**src/hw/rtl/fspe_pkg.sv**
```systemverilog
// Package for the format string print engine: character codes, weight and
// hex digit functions, and the command and status structs between
// controller and datapath. No dependencies.
`timescale 1ns / 1ps

package fspe_pkg;

  localparam int unsigned CHAR_W  = 8;
  localparam int unsigned WORD_W  = 16;
  localparam int unsigned NUM_WTS = 4;

  localparam logic [CHAR_W-1:0] CH_NUL   = 8'h00;
  localparam logic [CHAR_W-1:0] CH_PCT   = 8'h25;
  localparam logic [CHAR_W-1:0] CH_MINUS = 8'h2D;
  localparam logic [CHAR_W-1:0] CH_ZERO  = 8'h30;
  localparam logic [CHAR_W-1:0] CH_UPPER_A = 8'h41;
  localparam logic [CHAR_W-1:0] CH_C     = 8'h63;
  localparam logic [CHAR_W-1:0] CH_D     = 8'h64;
  localparam logic [CHAR_W-1:0] CH_I     = 8'h69;
  localparam logic [CHAR_W-1:0] CH_U     = 8'h75;
  localparam logic [CHAR_W-1:0] CH_X     = 8'h78;

  // Source of the character written into the output register.
  typedef enum logic [2:0] {
    EM_INCHAR,
    EM_PCT,
    EM_ARGLO,
    EM_MINUS,
    EM_DIGIT,
    EM_ONES,
    EM_HEX
  } emit_sel_t;

  typedef struct packed {
    logic      emit;
    emit_sel_t sel;
    logic      last;
    logic      taken;
    logic      load_word;
    logic      neg_word;
    logic      sub;
    logic      next_digit;
    logic      hex_shift;
  } dp_cmd_t;

  typedef struct packed {
    logic slot_free;
    logic ge;
    logic digit_nz;
    logic started;
    logic widx_done;
    logic hex_done;
  } dp_stat_t;

  // Decimal place weights, highest first.
  function automatic logic [WORD_W-1:0] dec_weight(input logic [1:0] idx);
    logic [WORD_W-1:0] w;
    case (idx)
      2'd0:    w = 16'd10000;
      2'd1:    w = 16'd1000;
      2'd2:    w = 16'd100;
      default: w = 16'd10;
    endcase
    return w;
  endfunction

  function automatic logic [CHAR_W-1:0] hex_char(input logic [3:0] v);
    logic [CHAR_W-1:0] c;
    if (v < 4'd10) c = CH_ZERO + {4'd0, v};
    else           c = CH_UPPER_A + {4'd0, v} - 8'd10;
    return c;
  endfunction

endpackage

```
**src/hw/rtl/fspe_ctrl.sv**
```systemverilog
// Controller of the format string print engine: pending-percent flag and
// the state machine that sequences conversions. Uses fspe_pkg.
`timescale 1ns / 1ps

module fspe_ctrl (
  input  logic                           clk,
  input  logic                           rst_n,
  input  logic                           in_valid,
  input  logic [fspe_pkg::CHAR_W-1:0]    fmt_char,
  input  logic                           arg_neg,
  output logic                           in_ready,
  input  fspe_pkg::dp_stat_t             stat,
  output fspe_pkg::dp_cmd_t              cmd
);
  import fspe_pkg::*;

  typedef enum logic [1:0] {
    S_IDLE,
    S_DEC,
    S_HEX
  } state_t;

  state_t state_r, state_nxt;
  logic   pending_r, pending_nxt;
  logic   accept;

  assign in_ready = (state_r == S_IDLE) && stat.slot_free;
  assign accept   = in_valid && in_ready;

  always_comb begin
    state_nxt   = state_r;
    pending_nxt = pending_r;
    cmd         = '0;
    cmd.sel     = EM_INCHAR;
    case (state_r)
      S_IDLE: begin
        if (accept) begin
          cmd.load_word = 1'b1;
          if (!pending_r) begin
            if (fmt_char == CH_PCT) begin
              pending_nxt = 1'b1;
            end else if (fmt_char != CH_NUL) begin
              cmd.emit = 1'b1;
              cmd.sel  = EM_INCHAR;
              cmd.last = 1'b1;
            end
          end else begin
            pending_nxt = 1'b0;
            if (fmt_char == CH_PCT) begin
              cmd.emit = 1'b1;
              cmd.sel  = EM_PCT;
              cmd.last = 1'b1;
            end else if (fmt_char == CH_C) begin
              cmd.emit  = 1'b1;
              cmd.sel   = EM_ARGLO;
              cmd.last  = 1'b1;
              cmd.taken = 1'b1;
            end else if (fmt_char inside {CH_D, CH_I}) begin
              if (arg_neg) begin
                cmd.emit     = 1'b1;
                cmd.sel      = EM_MINUS;
                cmd.taken    = 1'b1;
                cmd.neg_word = 1'b1;
              end
              state_nxt = S_DEC;
            end else if (fmt_char == CH_U) begin
              state_nxt = S_DEC;
            end else if (fmt_char == CH_X) begin
              state_nxt = S_HEX;
            end
          end
        end
      end
      S_DEC: begin
        if (stat.widx_done) begin
          if (stat.slot_free) begin
            cmd.emit  = 1'b1;
            cmd.sel   = EM_ONES;
            cmd.last  = 1'b1;
            cmd.taken = 1'b1;
            state_nxt = S_IDLE;
          end
        end else if (stat.ge) begin
          cmd.sub = 1'b1;
        end else if (stat.started || stat.digit_nz) begin
          if (stat.slot_free) begin
            cmd.emit       = 1'b1;
            cmd.sel        = EM_DIGIT;
            cmd.taken      = 1'b1;
            cmd.next_digit = 1'b1;
          end
        end else begin
          cmd.next_digit = 1'b1;
        end
      end
      S_HEX: begin
        if (stat.slot_free) begin
          cmd.emit      = 1'b1;
          cmd.sel       = EM_HEX;
          cmd.taken     = 1'b1;
          cmd.last      = stat.hex_done;
          cmd.hex_shift = 1'b1;
          if (stat.hex_done) state_nxt = S_IDLE;
        end
      end
      default: begin
        state_nxt = S_IDLE;
      end
    endcase
  end

  always_ff @(posedge clk) begin
    if (!rst_n) begin
      state_r   <= S_IDLE;
      pending_r <= 1'b0;
    end else begin
      state_r   <= state_nxt;
      pending_r <= pending_nxt;
    end
  end

endmodule

```
**src/hw/rtl/fspe_dp.sv**
```systemverilog
// Datapath of the format string print engine: working word, decimal digit
// counter, hex position and the output register. Uses fspe_pkg.
`timescale 1ns / 1ps

module fspe_dp (
  input  logic                           clk,
  input  logic                           rst_n,
  input  logic [fspe_pkg::CHAR_W-1:0]    fmt_char,
  input  logic [fspe_pkg::WORD_W-1:0]    arg_word,
  input  fspe_pkg::dp_cmd_t              cmd,
  output fspe_pkg::dp_stat_t             stat,
  output logic                           out_valid,
  input  logic                           out_ready,
  output logic [fspe_pkg::CHAR_W-1:0]    out_char,
  output logic                           out_last,
  output logic                           out_taken
);
  import fspe_pkg::*;

  logic [WORD_W-1:0] word_r, word_nxt;
  logic [3:0]        cnt_r, cnt_nxt;
  logic [2:0]        widx_r, widx_nxt;
  logic              started_r, started_nxt;
  logic [1:0]        hidx_r, hidx_nxt;
  logic              valid_r, valid_nxt;
  logic [CHAR_W-1:0] char_r, char_nxt;
  logic              last_r, taken_r;
  logic [WORD_W-1:0] weight;

  assign weight = dec_weight(widx_r[1:0]);

  assign stat.slot_free = !valid_r || out_ready;
  assign stat.ge        = (word_r >= weight);
  assign stat.digit_nz  = (cnt_r != 4'd0);
  assign stat.started   = started_r;
  assign stat.widx_done = (widx_r == 3'(NUM_WTS));
  assign stat.hex_done  = (hidx_r == 2'd0);

  always_comb begin
    word_nxt    = word_r;
    cnt_nxt     = cnt_r;
    widx_nxt    = widx_r;
    started_nxt = started_r;
    hidx_nxt    = hidx_r;
    if (cmd.load_word) begin
      // Two's complement negate gives the exact magnitude, 0x8000 included.
      word_nxt    = cmd.neg_word ? (~arg_word + 16'd1) : arg_word;
      cnt_nxt     = 4'd0;
      widx_nxt    = 3'd0;
      started_nxt = 1'b0;
      hidx_nxt    = 2'd3;
    end
    if (cmd.sub) begin
      word_nxt = word_r - weight;
      cnt_nxt  = cnt_r + 4'd1;
    end
    if (cmd.next_digit) begin
      widx_nxt    = widx_r + 3'd1;
      cnt_nxt     = 4'd0;
      started_nxt = started_r | cmd.emit;
    end
    if (cmd.hex_shift) begin
      word_nxt = {word_r[WORD_W-5:0], 4'd0};
      hidx_nxt = hidx_r - 2'd1;
    end
  end

  always_comb begin
    case (cmd.sel)
      EM_INCHAR: char_nxt = fmt_char;
      EM_PCT:    char_nxt = CH_PCT;
      EM_ARGLO:  char_nxt = arg_word[CHAR_W-1:0];
      EM_MINUS:  char_nxt = CH_MINUS;
      EM_DIGIT:  char_nxt = CH_ZERO + {4'd0, cnt_r};
      EM_ONES:   char_nxt = CH_ZERO + {4'd0, word_r[3:0]};
      EM_HEX:    char_nxt = hex_char(word_r[WORD_W-1:WORD_W-4]);
      default:   char_nxt = CH_NUL;
    endcase
  end

  always_comb begin
    valid_nxt = valid_r;
    if (cmd.emit)                valid_nxt = 1'b1;
    else if (valid_r && out_ready) valid_nxt = 1'b0;
  end

  always_ff @(posedge clk) begin
    if (!rst_n) begin
      valid_r <= 1'b0;
    end else begin
      valid_r <= valid_nxt;
    end
  end

  always_ff @(posedge clk) begin
    word_r    <= word_nxt;
    cnt_r     <= cnt_nxt;
    widx_r    <= widx_nxt;
    started_r <= started_nxt;
    hidx_r    <= hidx_nxt;
    if (cmd.emit) begin
      char_r  <= char_nxt;
      last_r  <= cmd.last;
      taken_r <= cmd.taken;
    end
  end

  assign out_valid = valid_r;
  assign out_char  = char_r;
  assign out_last  = last_r;
  assign out_taken = taken_r;

endmodule

```
**src/hw/rtl/format_string_print_engine_unit.sv**
```systemverilog
// Top level of the format string print engine: stream ports around the
// controller (fspe_ctrl) and the datapath (fspe_dp). Uses fspe_pkg.
`timescale 1ns / 1ps

//  Channel  | Direction | tdata                         | tlast     | tuser
//  ---------+-----------+-------------------------------+-----------+----------
//  in_      | input     | [7:0] fmt_char, [23:8] arg    | -         | -
//  out_     | output    | [7:0] out_char                | last      | arg_taken
//
// One item is taken at a time. A plain character, %%, %c and an item that
// emits nothing are done with on acceptance; %x then emits its four hex digits
// one by one, highest first. For %d, %i and %u the digits come from a single
// subtractor that removes one place weight per cycle, plus one step for each
// of the four upper places (a digit or a suppressed zero) and one for the ones
// digit. Reset (rst_n low, synchronous) clears the pending-percent flag, the
// state machine and the output valid. A stalled output holds its item in the
// output register; the block keeps working until it needs that register
// again, and the next input item is accepted only when the output register
// is empty or is being read in that same cycle.

module format_string_print_engine_unit (
  input  logic        clk,
  input  logic        rst_n,
  input  logic        in_tvalid,
  output logic        in_tready,
  input  logic [23:0] in_tdata,   // [7:0] fmt_char, [23:8] arg_word
  output logic        out_tvalid,
  input  logic        out_tready,
  output logic [7:0]  out_tdata,  // [7:0] out_char
  output logic        out_tlast,
  output logic [0:0]  out_tuser   // [0] arg_taken
);
  import fspe_pkg::*;

  dp_cmd_t           cmd;
  dp_stat_t          stat;
  logic [CHAR_W-1:0] fmt_char;
  logic [WORD_W-1:0] arg_word;
  logic              taken;

  assign fmt_char = in_tdata[CHAR_W-1:0];
  assign arg_word = in_tdata[CHAR_W+WORD_W-1:CHAR_W];

  // The controller only needs the sign of the argument for %d and %i.
  fspe_ctrl u_ctrl (
    .clk      (clk),
    .rst_n    (rst_n),
    .in_valid (in_tvalid),
    .fmt_char (fmt_char),
    .arg_neg  (arg_word[WORD_W-1]),
    .in_ready (in_tready),
    .stat     (stat),
    .cmd      (cmd)
  );

  fspe_dp u_dp (
    .clk       (clk),
    .rst_n     (rst_n),
    .fmt_char  (fmt_char),
    .arg_word  (arg_word),
    .cmd       (cmd),
    .stat      (stat),
    .out_valid (out_tvalid),
    .out_ready (out_tready),
    .out_char  (out_tdata),
    .out_last  (out_tlast),
    .out_taken (taken)
  );

  assign out_tuser = taken;

endmodule

```
**config.mk**
```make
export PLATFORM = sky130hd
export DESIGN_NAME = format_string_print_engine_unit
export DESIGN_NICKNAME = d
export VERILOG_FILES = /design/src/hw/rtl/fspe_pkg.sv /design/src/hw/rtl/fspe_ctrl.sv /design/src/hw/rtl/fspe_dp.sv /design/src/hw/rtl/format_string_print_engine_unit.sv
export SDC_FILE = /design/constraint.sdc
export NUM_CORES = 1
export LEC_CHECK = 0
export ABC_CLOCK_PERIOD_IN_PS = 4100
export BUFFER_PORTS_ARGS = -buffer_cell sky130_fd_sc_hd__buf_4
export CORE_MARGIN = 8
export CORE_UTILIZATION = 45
export DETAILED_ROUTE_END_ITERATION = 7
export MAX_ROUTING_LAYER = met4
export PLACE_DENSITY_LB_ADDON = 0.25
export SKIP_LAST_GASP = 1
export SYNTH_ARGS = -nofsm -noshare
export SYNTH_HDL_FRONTEND = slang
export SYNTH_SLANG_ARGS = --single-unit
```
**constraint.sdc**
```tcl
create_clock -name clk -period 4.1 [get_ports clk]
set_input_delay 0.615 -clock clk [delete_from_list [all_inputs] [get_ports clk]]
set_output_delay 0.615 -clock clk [all_outputs]
set_load 0.01 [all_outputs]
```
==> impl_metrics.yaml <==
critical_path:
  crit_family: "compound AO/OA/AOI/OAI gates"
  required_ns: 4.04
  worstSetupStartpointType: "register"
  cp_cell_sequence: "inv_1 > ha_1 > o21bai_1 > ha_1 > a21o_1 > a221o_1 > nor4_4 > o211ai_2 > nand3_1"
  cp_slowest_cell: "nand3_1"
  cp-end-kind: "register"
  cpPeakStageDelay_ns: 0.52
  cp.arrival_ns: 3.59
  cp_num_buf_inv: 1
  path_common_cell: "ha_1"
  crit_fanout: 13
  crit_type: "reg -> reg"
die:
  dieArea_um2: 11100
  core_um2: 7730
  die_w_um: 105
  pin_count: 40
  initial_core_util: 0.463
  rows: 32
  die_h_um: 105
timing:
  setup_slack_ns: 0.450
  relSlewSlack: 0.299
  worstMarginPinSlew_ns: 1.04
  skew_ns: 0.0124
  slew_violations: 0
  fin_crit_sh: 0.890
  whs_ns: 0.539
  rsz0062_at_grt: "false"
  finalSetupTns_ns: 0
  fmax_mhz: 274
  hold_viol: 0
  fin_crit_ns: 3.65
  setup_viol: 0
power:
  power_density_nw_per_um2: 249
  power_uw: 998
  cellLeakagePower_uw: 0.00162
  vdd_ir_drop_max_v: 0.000111
clock_network:
  clock_sinks: 40
  cts_hold_buf: 0
  cts_made_buffers: 5
  path_clk_slew_ns: 0.08
  htree_levels: 2
  cts_setup_buffers: 0
  clockRootBuffer: "clkbuf_8"
  cts_resized: 0
  cts_buffer_depth: 2
  clkLatencyLatePin_ns: 0.30
  cts_tree: "built"
synthesis:
  ys_warn_count: 0
  yosysSeqAreaShare: 0.302
  ys_async_sr_fraction: 0
  synth.area.top_cells: "edfxtp_1, ha_1, dfxtp_1, a21oi_1, nor2_1"
  synthTopCellsByCount: "nor2_1, a21oi_1, edfxtp_1"
  netlist.area_leader.share: 0.235
  synth_cell_types: 73
  synth_fp_nets: 465
  yosysMostFrequentCell: "nor2_1"
  synth_area_um2: 3580
  avgSynthCellArea_um2: 8.65
  yosysTopAreaCell: "edfxtp_1"
  synthCells: 414
  yosys_register_bits: 40
  synth_ff_type: "edfxtp_1"
  synth-edff-count: 28
cells_and_area:
  area_delta_synth_final_pct: 11.9
  nFillCells: 744
  diodes: 0
  fin_area_um2: 4010
  nNetsFinal: 497
  final_layout_size_suffix_gt1_frac: 0.166
place:
  io_buffers: 39
  place_congestion: 0.963
  postPlaceCellArea_um2: 3920
  dp_slack_ns: 0.480
  dp_hpwl_um: 8410
detailed_routing:
  dr.pass1.iters: 5
  drt-initial-drc-count: 299
  wl_per_cell_um: 19.3
  vias: 3379
  viasPerCell: 6.15
  final_antenna_net_count: 0
  drc_errors: 0
  postRouteWirelength_um: 10600
global_routing:
  grt.total_usage: 0.194
  globalRouteOverflowTotal: 0
  grt_max_degree: 24
  grt_pass1_vias: 3276
  antenna_found_initial: 0
  grt_first_pass_wirelength_um: 17000
flow_run:
  drv_cap: 0
min_path:
  hold_class: "reg -> reg"
run_status:
  status: "completed"
## metrics by stage
| stage | util | cells |
|---|---|---|
| finish | 0.518 | 549 |
| global placement | 0.507 | 541 |
| global route | 0.518 | 549 |
| detailed placement | 0.507 | 541 |
| floorplan | - | 414 |
| CTS | 0.518 | 549 |
## power breakdown
group / switching [µW] / internal, µW / total [µW] / leakage [µW]
clock network: 137 / 118 / 255 / 0.0000388
registers: 25.5 / 455 / 481 / 0.000366
logic: 149 / 114 / 262 / 0.00121
## logic make-up (layout without fill, tap and decap cells)
kind of cell,after synthesis,in the layout,synth area share
DFF,40,40,0.302
buffers and inverters,41,74,0.0559
adders and majority gates,23,23,0.0825
xor gates and xnor gates,17,17,0.0416
AOI/OAI and AO/OA,121,121,0.242
muxes,5,5,0.0140
and+or+nand+nor,167,167,0.263
## layer usage
| layer | part of all wire | track usage | vias up |
|---|---|---|---|
| met3 | 0.075 | 0.0412 | 12 |
| met4 | 0.012 | 0.0357 | 0 |
| met1 | 0.48 | 0.269 | 1613 |
| met2 | 0.44 | 0.285 | 123 |
| met5 | 0 | - | - |
| li1 | - | - | 1631 |
## sequential cells by signal, indices dropped and copies added (netlist names), 2 cells and up, named ones only
signal / flops
u_dp.cnt_r: 4
u_dp.hidx_r: 2
u_ctrl.state_r: 2
u_dp.widx_r: 3
u_dp.out_char: 8
u_dp.word_r: 15
## worst paths after layout
check | start | end | slack [ns] | cells after the start
max | u_dp.widx_r[0] | u_dp.out_char[3] | 0.45 | 9
min | u_dp.cnt_r[1] | u_dp.cnt_r[1] | 0.54 | 2
max reg2reg | u_dp.widx_r[0] | u_dp.out_char[3] | 0.45 | 9
min reg2reg | u_dp.cnt_r[1] | u_dp.cnt_r[1] | 0.54 | 2
## layout make-up
type	count	area (µm²)	share of cell area
inverter	23	86.3	0.0216
clock inverter	2	11.3	0.00281
multi-input combinational	333	2300	0.575
sequential	40	1080	0.270
timing repair buffer	43	323	0.0806
tap	102	128	0.0319
clock buffer	6	72.6	0.0181
## tightest hold or removal path, stage by stage (launching register included)
cell	delay, ns
dfxtp_1	0.36
nand3_2	0.08
a21oi_2	0.05
## cells in the final DEF, fill, tap and decap left out, types with 4 or more instances in the layout
| cell | n |
|---|---|
| o21a_1 | 10 |
| nor4_1 | 6 |
| nand3_1 | 18 |
| or3_1 | 6 |
| nand4_1 | 5 |
| a211oi_1 | 6 |
| a21oi_1 | 29 |
| ha_1 | 22 |
| nor3_1 | 22 |
| and3_1 | 6 |
| o21ai_0 | 13 |
| dfxtp_1 | 12 |
| nor2b_1 | 5 |
| buf_4 | 43 |
| nand2_1 | 17 |
| a21o_1 | 6 |
| xnor2_1 | 13 |
| a31o_2 | 4 |
| o211ai_1 | 5 |
| mux2i_1 | 5 |
| nor2_1 | 38 |
| clkbuf_8 | 5 |
| edfxtp_1 | 28 |
| and2_1 | 6 |
| a221o_1 | 4 |
| xor2_1 | 4 |
| inv_1 | 23 |
| nand2b_1 | 6 |
Power figures use the tool's default switching activity.
